`src/rtl/core/rmlu_pkg.sv`:
```
// Package for the record member layout unit: word types, widths and helpers.
package rmlu_pkg;

    // Default width of the running offset.
    localparam int RMLU_OFFSET_BITS = 32;

    // Fixed widths of the word fields.
    localparam int SIZE_W   = 24;
    localparam int ALIGN_W  = 17;
    localparam int BITW_W   = 7;
    localparam int OUT_OFF_W = 32;
    localparam int BOFF_W   = 6;
    localparam int UBYTES_W = 4;

    // Largest storage unit of a bit-field, in bytes.
    localparam logic [UBYTES_W-1:0] MAX_UNIT_BYTES = 4'd15;

    // One input word: a single record member.
    typedef struct packed {
        logic [SIZE_W-1:0]  member_size;
        logic [ALIGN_W-1:0] natural_align;
        logic [ALIGN_W-1:0] explicit_align;
        logic               bf_flag;
        logic [BITW_W-1:0]  bf_width;
        logic               packed_record;
        logic [ALIGN_W-1:0] record_align_req;
        logic               last_member;
    } t_member;

    // One result word.
    typedef struct packed {
        logic [OUT_OFF_W-1:0] member_offset;
        logic [BOFF_W-1:0]    member_bit_offset;
        logic                 placed;
        logic [OUT_OFF_W-1:0] record_size;
        logic [ALIGN_W-1:0]   record_alignment;
        logic                 record_done;
        logic                 overflow;
    } t_result;

    // Highest set bit of an alignment; zero reads as one.
    function automatic logic [ALIGN_W-1:0] pow2_floor(input logic [ALIGN_W-1:0] v);
        logic [ALIGN_W-1:0] s;
        s = v;
        s = s | (s >> 1);
        s = s | (s >> 2);
        s = s | (s >> 4);
        s = s | (s >> 8);
        s = s | (s >> 16);
        if (v == '0) begin
            return ALIGN_W'(1);
        end
        return s ^ (s >> 1);
    endfunction

endpackage

```
`src/rtl/core/rmlu_core.sv`:
```
// Layout datapath: running offset, open bit-field unit and the result register.
module rmlu_core
    import rmlu_pkg::*;
#(
    parameter int OFFSET_BITS = RMLU_OFFSET_BITS
) (
    input  logic    i_clk,
    input  logic    i_rst_n,
    input  logic    i_en,
    input  t_member i_member,
    output t_result o_result
);

    localparam int OW = OFFSET_BITS;
    localparam int BW = (OW > SIZE_W) ? OW : SIZE_W;
    localparam int XW = (OW > OUT_OFF_W) ? OW : OUT_OFF_W;

    // Add with overflow out of the offset width; result is {overflow, sum}.
    function automatic logic [OW:0] f_add(input logic [OW-1:0] a, input logic [BW-1:0] b);
        logic [BW:0] s;
        s = (BW + 1)'(a) + (BW + 1)'(b);
        return {(|s[BW:OW]), s[OW-1:0]};
    endfunction

    // Round up to a power-of-two alignment; result is {overflow, value}.
    function automatic logic [OW:0] f_round(input logic [OW-1:0] v,
                                            input logic [ALIGN_W-1:0] al);
        logic [OW:0]         s;
        logic [ALIGN_W-1:0]  m;
        m = al - ALIGN_W'(1);
        s = f_add(v, BW'(m));
        return {s[OW], s[OW-1:0] & ~OW'(m)};
    endfunction

    // Layout state.
    logic [OW-1:0]       r_run, n_run;
    logic [ALIGN_W-1:0]  r_wide, n_wide;
    logic                r_uopen, n_uopen;
    logic [OW-1:0]       r_ustart, n_ustart;
    logic [BITW_W-1:0]   r_ubits, n_ubits;
    logic [UBYTES_W-1:0] r_ubytes, n_ubytes;
    logic                r_ovf;
    t_result             r_res, n_res;

    // Decoded member.
    logic [ALIGN_W-1:0]  na, ea, al, ra, ralign;
    logic [UBYTES_W-1:0] ub;
    logic                new_unit;
    logic [OW:0]         c_close, c_round, c_add, c_lclose, c_rround;
    logic [OW-1:0]       run_c, run_l, moff, rsize;
    logic [BITW_W-1:0]   boff;
    logic [BITW_W:0]     bits_need;
    logic                ovf_m;
    logic [XW-1:0]       moff_x, rsize_x;

    // Alignments and bit-field unit size.
    always_comb begin
        na = pow2_floor(i_member.natural_align);
        ea = (i_member.explicit_align == '0) ? '0 : pow2_floor(i_member.explicit_align);
        al = (na > ea) ? na : ea;
        ra = pow2_floor(i_member.record_align_req);
        ub = (i_member.member_size > SIZE_W'(MAX_UNIT_BYTES)) ? MAX_UNIT_BYTES
                                                            : i_member.member_size[UBYTES_W-1:0];
        bits_need = (BITW_W + 1)'(i_member.bf_width) + (BITW_W + 1)'(r_ubits);
        new_unit  = !r_uopen || (ub != r_ubytes) ||
                    (bits_need > (BITW_W + 1)'({ub, 3'b000}));
    end

    // Closing the open unit, rounding and advancing the offset.
    assign c_close = f_add(r_ustart, BW'(r_ubytes));
    assign run_c   = r_uopen ? c_close[OW-1:0] : r_run;
    assign c_round = f_round(run_c, al);
    assign c_add   = f_add(i_member.packed_record ? run_c : c_round[OW-1:0],
                           BW'(i_member.member_size));

    // Member placement and the state it leaves.
    always_comb begin
        n_run    = r_run;
        n_wide   = r_wide;
        n_uopen  = r_uopen;
        n_ustart = r_ustart;
        n_ubits  = r_ubits;
        n_ubytes = r_ubytes;
        ovf_m    = 1'b0;
        moff     = '0;
        boff     = '0;
        if (i_member.bf_flag) begin
            if (i_member.bf_width == '0) begin
                // Zero-width marker: close the unit, place nothing.
                n_run   = run_c;
                n_uopen = 1'b0;
                ovf_m   = r_uopen & c_close[OW];
            end else begin
                if (new_unit) begin
                    n_run    = c_round[OW-1:0];
                    n_ustart = c_round[OW-1:0];
                    n_ubytes = ub;
                    n_uopen  = 1'b1;
                    ovf_m    = (r_uopen & c_close[OW]) | c_round[OW];
                    moff     = c_round[OW-1:0];
                    boff     = '0;
                end else begin
                    moff = r_ustart;
                    boff = r_ubits;
                end
                n_ubits = boff + i_member.bf_width;
                if (na > r_wide) begin
                    n_wide = na;
                end
            end
        end else begin
            // Plain member: close the unit, align unless packed, then advance.
            n_uopen = 1'b0;
            n_run   = c_add[OW-1:0];
            if (i_member.packed_record) begin
                moff  = run_c;
                ovf_m = (r_uopen & c_close[OW]) | c_add[OW];
            end else begin
                moff  = c_round[OW-1:0];
                ovf_m = (r_uopen & c_close[OW]) | c_round[OW] | c_add[OW];
                if (al > r_wide) begin
                    n_wide = al;
                end
            end
        end
    end

    // Record end: close the unit and round to the record alignment.
    assign c_lclose = f_add(n_ustart, BW'(n_ubytes));
    assign run_l    = n_uopen ? c_lclose[OW-1:0] : n_run;
    assign ralign   = i_member.packed_record ? ALIGN_W'(1) : ((ra > n_wide) ? ra : n_wide);
    assign c_rround = f_round(run_l, ralign);
    assign rsize    = i_member.packed_record ? run_l : c_rround[OW-1:0];

    // Result word.
    always_comb begin
        moff_x  = XW'(moff);
        rsize_x = XW'(rsize);
        n_res.member_offset     = moff_x[OUT_OFF_W-1:0];
        n_res.member_bit_offset = boff[BOFF_W-1:0];
        n_res.placed            = !(i_member.bf_flag && (i_member.bf_width == '0));
        n_res.record_done       = i_member.last_member;
        n_res.record_size       = '0;
        n_res.record_alignment  = ALIGN_W'(1);
        n_res.overflow          = r_ovf | ovf_m;
        if (i_member.last_member) begin
            n_res.record_size      = rsize_x[OUT_OFF_W-1:0];
            n_res.record_alignment = ralign;
            n_res.overflow         = r_ovf | ovf_m | (n_uopen & c_lclose[OW]) |
                                     (!i_member.packed_record & c_rround[OW]);
        end
    end

    // State registers; the last member returns everything to reset values.
    always_ff @(posedge i_clk) begin
        if (!i_rst_n) begin
            r_run    <= '0;
            r_wide   <= ALIGN_W'(1);
            r_uopen  <= 1'b0;
            r_ustart <= '0;
            r_ubits  <= '0;
            r_ubytes <= '0;
            r_ovf    <= 1'b0;
        end else if (i_en) begin
            if (i_member.last_member) begin
                r_run    <= '0;
                r_wide   <= ALIGN_W'(1);
                r_uopen  <= 1'b0;
                r_ustart <= '0;
                r_ubits  <= '0;
                r_ubytes <= '0;
                r_ovf    <= 1'b0;
            end else begin
                r_run    <= n_run;
                r_wide   <= n_wide;
                r_uopen  <= n_uopen;
                r_ustart <= n_ustart;
                r_ubits  <= n_ubits;
                r_ubytes <= n_ubytes;
                r_ovf    <= n_res.overflow;
            end
        end
    end

    // Result register.
    always_ff @(posedge i_clk) begin
        if (i_en) begin
            r_res <= n_res;
        end
    end

    assign o_result = r_res;

endmodule

```
`src/rtl/core/record_member_layout_unit.sv`:
```
// Top level of the record member layout unit: handshakes, input and output registers.
//
// The block lays out the members of a record, one input word per member.
// Input channel: i_in_valid / o_in_ready with one port per member field.
// Output channel: o_out_valid / i_out_ready with one result word per member.
// Each member gets a byte offset and, for bit-fields, a bit offset; the word
// of the member flagged last also carries the record size and alignment, and
// the layout state then returns to its reset values for the next record.
// A word accepted into the input register passes the layout datapath and lands
// in the result register once the result slot is free. Throughput is one
// member per cycle while the receiver takes the results, set by the single
// pass through the offset add, align and unit-close logic.
// A synchronous active-low reset empties both registers and clears the
// running offset, the open bit-field unit and the sticky overflow flag.
// When the receiver stalls, the result word holds and the input register
// takes one more word; o_in_ready then drops until the result is taken.
module record_member_layout_unit
    import rmlu_pkg::*;
#(
    parameter int OFFSET_BITS = RMLU_OFFSET_BITS
) (
    input  logic                 i_clk,
    input  logic                 i_rst_n,
    input  logic                 i_in_valid,
    output logic                 o_in_ready,
    input  logic [SIZE_W-1:0]    i_member_size,
    input  logic [ALIGN_W-1:0]   i_natural_align,
    input  logic [ALIGN_W-1:0]   i_explicit_align,
    input  logic                 i_bf_flag,
    input  logic [BITW_W-1:0]    i_bf_width,
    input  logic                 i_packed_record,
    input  logic [ALIGN_W-1:0]   i_record_align_req,
    input  logic                 i_last_member,
    output logic                 o_out_valid,
    input  logic                 i_out_ready,
    output logic [OUT_OFF_W-1:0] o_member_offset,
    output logic [BOFF_W-1:0]    o_member_bit_offset,
    output logic                 o_placed,
    output logic [OUT_OFF_W-1:0] o_record_size,
    output logic [ALIGN_W-1:0]   o_record_alignment,
    output logic                 o_record_done,
    output logic                 o_overflow
);

    t_member r_in;
    logic    r_in_valid;
    logic    r_out_valid;
    logic    out_free;
    logic    step;
    t_result res;

    // The datapath advances when a word is held and the result slot frees up.
    assign out_free   = !r_out_valid || i_out_ready;
    assign step       = r_in_valid && out_free;
    assign o_in_ready = !r_in_valid || out_free;

    // Input register.
    always_ff @(posedge i_clk) begin
        if (!i_rst_n) begin
            r_in_valid <= 1'b0;
        end else if (o_in_ready) begin
            r_in_valid <= i_in_valid;
        end
    end

    always_ff @(posedge i_clk) begin
        if (o_in_ready && i_in_valid) begin
            r_in.member_size      <= i_member_size;
            r_in.natural_align    <= i_natural_align;
            r_in.explicit_align   <= i_explicit_align;
            r_in.bf_flag          <= i_bf_flag;
            r_in.bf_width         <= i_bf_width;
            r_in.packed_record    <= i_packed_record;
            r_in.record_align_req <= i_record_align_req;
            r_in.last_member      <= i_last_member;
        end
    end

    // Result valid flag.
    always_ff @(posedge i_clk) begin
        if (!i_rst_n) begin
            r_out_valid <= 1'b0;
        end else if (out_free) begin
            r_out_valid <= step;
        end
    end

    rmlu_core #(
        .OFFSET_BITS(OFFSET_BITS)
    ) u_core (
        .i_clk    (i_clk),
        .i_rst_n  (i_rst_n),
        .i_en     (step),
        .i_member (r_in),
        .o_result (res)
    );

    assign o_out_valid         = r_out_valid;
    assign o_member_offset     = res.member_offset;
    assign o_member_bit_offset = res.member_bit_offset;
    assign o_placed            = res.placed;
    assign o_record_size       = res.record_size;
    assign o_record_alignment  = res.record_alignment;
    assign o_record_done       = res.record_done;
    assign o_overflow          = res.overflow;

endmodule

```
`config.mk`:
```
export PLATFORM = sky130hd
export DESIGN_NAME = record_member_layout_unit
export DESIGN_NICKNAME = d
export VERILOG_FILES = /design/src/rtl/core/rmlu_pkg.sv /design/src/rtl/core/rmlu_core.sv /design/src/rtl/core/record_member_layout_unit.sv
export SDC_FILE = /design/constraint.sdc
export NUM_CORES = 1
export LEC_CHECK = 0
export ABC_CLOCK_PERIOD_IN_PS = 16000
export CAP_MARGIN = 20
export CORE_AREA = 3 3 330 202
export CTS_CLUSTER_DIAMETER = 120
export DETAILED_ROUTE_END_ITERATION = 8
export DIE_AREA = 0 0 333 205
export DONT_BUFFER_PORTS = 1
export SYNTH_ARGS = -nofsm -noshare
export SYNTH_HDL_FRONTEND = slang
export SYNTH_SLANG_ARGS = --single-unit
```
`constraint.sdc`:
```
create_clock -name i_clk -period 16 [get_ports i_clk]
set_clock_uncertainty 0.2 [all_clocks]
set_input_delay 3.2 -clock i_clk [delete_from_list [all_inputs] [get_ports i_clk]]
set_output_delay 3.2 -clock i_clk [all_outputs]
set_load 0.01 [all_outputs]
```
==> results.cfg, run 1 <==
[run_status]
status = completed

[critical_path]
rr_startpoint = r_in[60]
worst-path-buf-inv = 2
worst-path-stages = 48
r2r_cells = 48
crit_fanout = 16
cp-endpoint = u_core.o_result[50]
critPathMaxStageDelay_ps = 880
critPathSlowestCell = o41ai_1
r2r-end = u_core.o_result[50]
crit_required_ps = 16210
reg2reg_slack_ps = 1150
worst_path_most_repeated_cell = ha_1
startpoint = r_in[60]
end_kind = flop
start_kind = flop
crit_family = simple AND/OR/NAND/NOR gates
worst-endpoint-arrival_ps = 15060
critPathKind = reg -> reg

[yosys]
synthesis.nets = 2874
ys_async_sr_fraction = 0
synth.top_cell.area_share = 0.2337
ys_types = 106
synth_area_leader_cell = edfxtp_1
syn_inst = 2632
syn_area_um2 = 22230
synthFlopType = edfxtp_1
synth-seq-area-share = 0.3202
synthTopCellsByCount = 257 x nand2_1, 219 x a21oi_1, 219 x nor2_1
synth_warnings = 0
avgSynthCellArea_um2 = 8.445
synth.most_common_cell = nand2_1
synth_seq_cells = 269
synth-edff-count = 173
synthTopCellsByArea = edfxtp_1 23%, dfxtp_1 8.6%, ha_1 8.2%

[global_route]
grt_start_max_net_pins = 97
antenna_found_initial = 1
grt-ovfl-total = 0
grt_pass1_vias = 19990
grt.total_usage = 0.2546
top_usage_layer = met1
use_met3 = 0.08624
grt_util_met1 = 0.3926
met2_usage = 0.3347
grt_pass1_wl_mm = 131.1

[power_and_ir_drop]
leakage_nw = 9.137
ir_drop_v = 0.00006365
power_density_nw_per_um2 = 96.43

[clock_tree]
cts_tree = yes
post_cts_buffers = 0
path_clk_slew_ps = 70
numCtsBuffers = 34
insertion_delay_ps = 560
ctsRootBufferMaster = clkbuf_16
clockBufferDepth = 3
holdBufCountCts = 0
htreeDepth = 2
cts-resized-gates = 0
cts_sinks = 269

[routing]
avgViaCountPerCell = 6.204
wirelength_mm = 89.46
drt_iter0_markers = 3264
vias = 21520
antenna_left = 0
wl_per_cell_um = 25.80
drc_errors = 0
dr.pass1.iters = 6

[layout]
final_nets = 2834
fillCellCount = 6481
drive_above_1_share = 0.07795
final_cells = 3468
post-route-cell-area_um2 = 24350
layout-area-overhead-vs-synth_pct = 9.530
final_util = 0.3806
diodes = 0

[sta]
fmax_mhz = 67.34
finalHoldViolCount = 0
final.setup.tns_ps = 0
final-setup-viol-count = 0
layout_min_cycle_time_ps = 14850
whs_ps = 285.6
final_max_slew_viol_count = 0
tightest_slew_ps = 1169
fin_crit_sh = 0.9281
slew_headroom = 0.2208
grt_setup_unrepaired = false

[place]
dp_hpwl_mm = 68.12
portBuffers = 0
place_area_um2 = 23110
placed_cells_incl_taps = 3404
gp_congestion = 0.9975

[min_path]
min_path_type = reg -> reg
hold_depth = 2

[die]
ios = 181
die-area_um2 = 68270
initial_utilization = 0.3475
core_um2 = 63960
die_width_um = 333
placementRows = 72
die_y_um = 205

[run]
drv_cap = 0
[placed cells by master, fill, tap and decap left out, types with 20 or more instances in the layout]
master	Yosys	final
a211oi_1	34	34
a21o_1	46	46
a21oi_1	219	219
a22oi_1	44	44
and2_1	49	47
and3_1	38	38
buf_4	4	50
clkbuf_16	0	35
dfxtp_1	96	95
edfxtp_1	173	173
ha_1	146	146
inv_1	98	97
mux2i_1	20	20
nand2_1	257	256
nand2b_1	28	27
nand3_1	64	64
nand4_1	37	37
nor2_1	219	218
nor2b_1	87	87
nor3_1	76	76
nor4_1	36	36
o211ai_1	36	36
o21a_1	29	29
o21ai_0	137	136
o22ai_1	32	32
or3_1	24	24
xnor2_1	109	109
xor2_1	58	58
[power breakdown]
group | internal, mW | total (mW) | switching (mW)
logic | 0.233 | 0.675 | 0.442
registers | 0.779 | 0.813 | 0.0337
clock network | 0.512 | 0.860 | 0.347
total | 1.52 | 2.35 | 0.823
[worst min-delay path by stage]
stage                     startpoint  slack [ps]                 end
floorplan                    r_in[0]         220  u_core.o_result[1]
global placement     u_core.r_run[0]         270     u_core.r_run[0]
detailed placement  u_core.r_run[26]         280    u_core.r_run[26]
CTS                  u_core.r_run[0]         290     u_core.r_run[0]
global route        u_core.r_run[26]         330    u_core.r_run[26]
finish               u_core.r_run[0]         290     u_core.r_run[0]
[per-layer routing]
layer  up-vias  wire [um]
li1       9687          -
met1     10370      42260
met2      1340      33110
met3       124      12460
met4         0       1638
met5         -          0
[layout make-up]
cell class / count / area, um^2 / share of cell area
sequential: 269 / 7118 / 0.2924
multi-input combinational: 2136 / 14180 / 0.5825
inverter: 99 / 374.1 / 0.01537
tap: 851 / 1065 / 0.04374
timing repair buffer: 52 / 397.9 / 0.01634
clock buffer: 38 / 907.1 / 0.03726
clock inverter: 23 / 302.8 / 0.01244
[registers in the layout (all words and copies together), names as in the netlist]
signal and count:
r_in_valid 1, u_core.r_wide 17, u_core.r_ubytes 4, o_out_valid 1, u_core.r_ovf 1, r_in 83, u_core.r_run 32, u_core.r_ustart 32
u_core.o_result 90, u_core.r_ubits 7, u_core.r_uopen 1
[logic make-up (layout without fill, tap and decap cells)]
kind of cell / count (synthesis) / after routing / share of synthesized area
and+or+nand+nor: 1013 / 1013 / 0.2333
AOI/OAI and AO/OA: 765 / 765 / 0.2297
muxes: 36 / 36 / 0.01739
xor gates and xnor gates: 168 / 168 / 0.06654
adders and majority gates: 154 / 154 / 0.08894
buffers and inverters: 227 / 212 / 0.04391
DFF: 269 / 269 / 0.3202
[stage by stage]
stage	setup WS, ps	total power, mW
floorplan	3513	1.272
detailed placement	1678	1.472
global route	518.4	2.449
global placement	2078	1.453
CTS	1652	2.343
finish	1150	2.348
[tightest hold or removal path: stages, from the launching register on]
cell,delay [ps]
dfxtp_1,310
o21ai_0,60
a21boi_0,70
(Power assumes the default switching activity.)
==> inputs of run 2 (changes only) <==
--- a/config.mk
+++ b/config.mk
@@ -9,9 +9,11 @@
 export CAP_MARGIN = 20
 export CORE_AREA = 3 3 330 202
 export CTS_CLUSTER_DIAMETER = 120
+export CTS_CLUSTER_SIZE = 14
 export DETAILED_ROUTE_END_ITERATION = 8
 export DIE_AREA = 0 0 333 205
 export DONT_BUFFER_PORTS = 1
+export PLACE_DENSITY_LB_ADDON = 0.3
 export SYNTH_ARGS = -nofsm -noshare
 export SYNTH_HDL_FRONTEND = slang
 export SYNTH_SLANG_ARGS = --single-unit
==> run 2 against run 1 <==
Against the previous run:
- total power decreased by 13%
- global-route usage decreased by 0.36 points
- critical path depth decreased by 1
- worst hold slack improved by 7.9 ps
- worst setup slack improved by 110 ps
- non-clock buffer count increased by 4
- register-to-register slack improved by 110 ps
==> results.cfg, run 2 (synthesis results as in run 1) <==
[run_status]
status = completed

[layout]
fillCellCount = 6552
final_cell_mix = 256 x nand2_1, 219 x a21oi_1, 218 x nor2_1, 173 x edfxtp_1, 146 x ha_1
final_nets = 2827
diodes = 0
final_common_cell = nand2_1
layout-area-overhead-vs-synth_pct = 7.154
drive_above_1_share = 0.06613
largest_reg_flops = 90

[critical_path]
crit_family = simple AND/OR/NAND/NOR gates
crit_required_ps = 16210
worst-endpoint-arrival_ps = 14950
reg2reg_slack_ps = 1260
critPathKind = reg -> reg
start_kind = flop
critPathSlowestCell = o41ai_1
crit_fanout = 11
worst-path-buf-inv = 2
end_kind = flop
critPathMaxStageDelay_ps = 980

[die]
die-area_um2 = 68270
ios = 181
die_width_um = 333
placementRows = 72
core_um2 = 63960
die_y_um = 205
initial_utilization = 0.3475

[power_and_ir_drop]
leakage_nw = 8.869
ir_drop_v = 0.00006692
power_density_nw_per_um2 = 85.78

[min_path]
min_path_type = reg -> reg

[sta]
tightest_slew_ps = 1192
layout_min_cycle_time_ps = 14740
finalHoldViolCount = 0
whs_ps = 293.5
final_max_slew_viol_count = 0
fin_crit_sh = 0.9214
fmax_mhz = 67.83
grt_setup_unrepaired = false
slew_headroom = 0.1949
final.setup.tns_ps = 0
final-setup-viol-count = 0

[routing]
wl_per_cell_um = 25.61
avgViaCountPerCell = 6.121
drc_errors = 0
drt_iter0_markers = 2811
vias = 21130
antenna_left = 0
dr.pass1.iters = 6
wirelength_mm = 88.42

[global_route]
grt_start_max_net_pins = 97
antenna_found_initial = 2
grt_pass1_vias = 19450
grt-ovfl-total = 0
grt.total_usage = 0.2511
grt_pass1_wl_mm = 129.7

[clock_tree]
holdBufCountCts = 0
ctsRootBufferMaster = clkbuf_16
numCtsBuffers = 23
path_clk_slew_ps = 70
cts_sinks = 269
cts-resized-gates = 0
clockBufferDepth = 3
insertion_delay_ps = 580
htreeDepth = 1
post_cts_buffers = 0
cts_tree = yes

[place]
gp_congestion = 0.9765
dp_hpwl_mm = 67.97
portBuffers = 0

[run]
drv_cap = 0
[run 2: changes by cell type in the layout (fill, tap and decap cells not counted), moves of 2 or more]
cell       previous run  this run
clkbuf_1              1        17
clkbuf_16            35        23
bufinv_16             6         0
clkinv_2              6         0
inv_6                 5         0
clkinv_4              3         0
buf_4                50        52
clkbuf_8              2         0
[run 2: per-layer routing]
layer	wire length, um	share of wire	track usage	vias to the layer above
li1	-	-	-	9660
met1	42840	0.48	0.3902	10220
met2	32490	0.37	0.3250	1154
met3	11730	0.13	0.09059	92
met4	1355	0.015	0.04288	2
met5	13	0.00015	0	-
[run 2: worst paths after layout]
kind / cells past startpoint / endpoint / from
max: 47 / u_core.o_result[50] / r_in[60]
min: 2 / u_core.r_run[0] / u_core.r_run[0]
max reg2reg: 47 / u_core.o_result[50] / r_in[60]
min reg2reg: 2 / u_core.r_run[0] / u_core.r_run[0]
[run 2: area by class of cell]
cell class,instances,area [um^2],area share
Multi-Input combinational cell,2136,14180,0.5952
Sequential cell,269,7121,0.2990
Tap cell,851,1065,0.04470
Clock buffer,40,639.4,0.02684
Timing Repair Buffer,56,431.7,0.01812
Inverter,99,374.1,0.01571
Clock inverter,1,11.26,0.0004728
[run 2: power by group]
group	switching (mW)	internal, mW	leakage, nW
clock network	0.287	0.272	0.310
logic	0.439	0.233	6.11
registers	0.0329	0.778	2.45
total	0.760	1.28	8.87
[run 2: worst reg2reg max path: cells and delay by family, from the launching register on]
kind / cells / cell delay [ps]
AO/OA/AOI/OAI: 17 / 5030
XOR/XNOR: 3 / 520
adder cells (fa/ha/maj): 4 / 1170
buffers and inverters: 2 / 370
flip-flops: 1 / 640
AND/OR/NAND/NOR: 21 / 6690
[run 2: through the flow]
step	cells	power [mW]	cell area (um^2)	worst slack (ps)	util
after global placement	3406	1.456	23120	2228	0.3614
final	3452	2.043	23820	1258	0.3724
after floorplan	2632	1.272	22230	3513	-
after global routing	3452	2.144	23820	833.6	0.3724
after CTS	3449	2.035	23790	1948	0.3719
after detailed placement	3408	1.471	23140	1983	0.3617
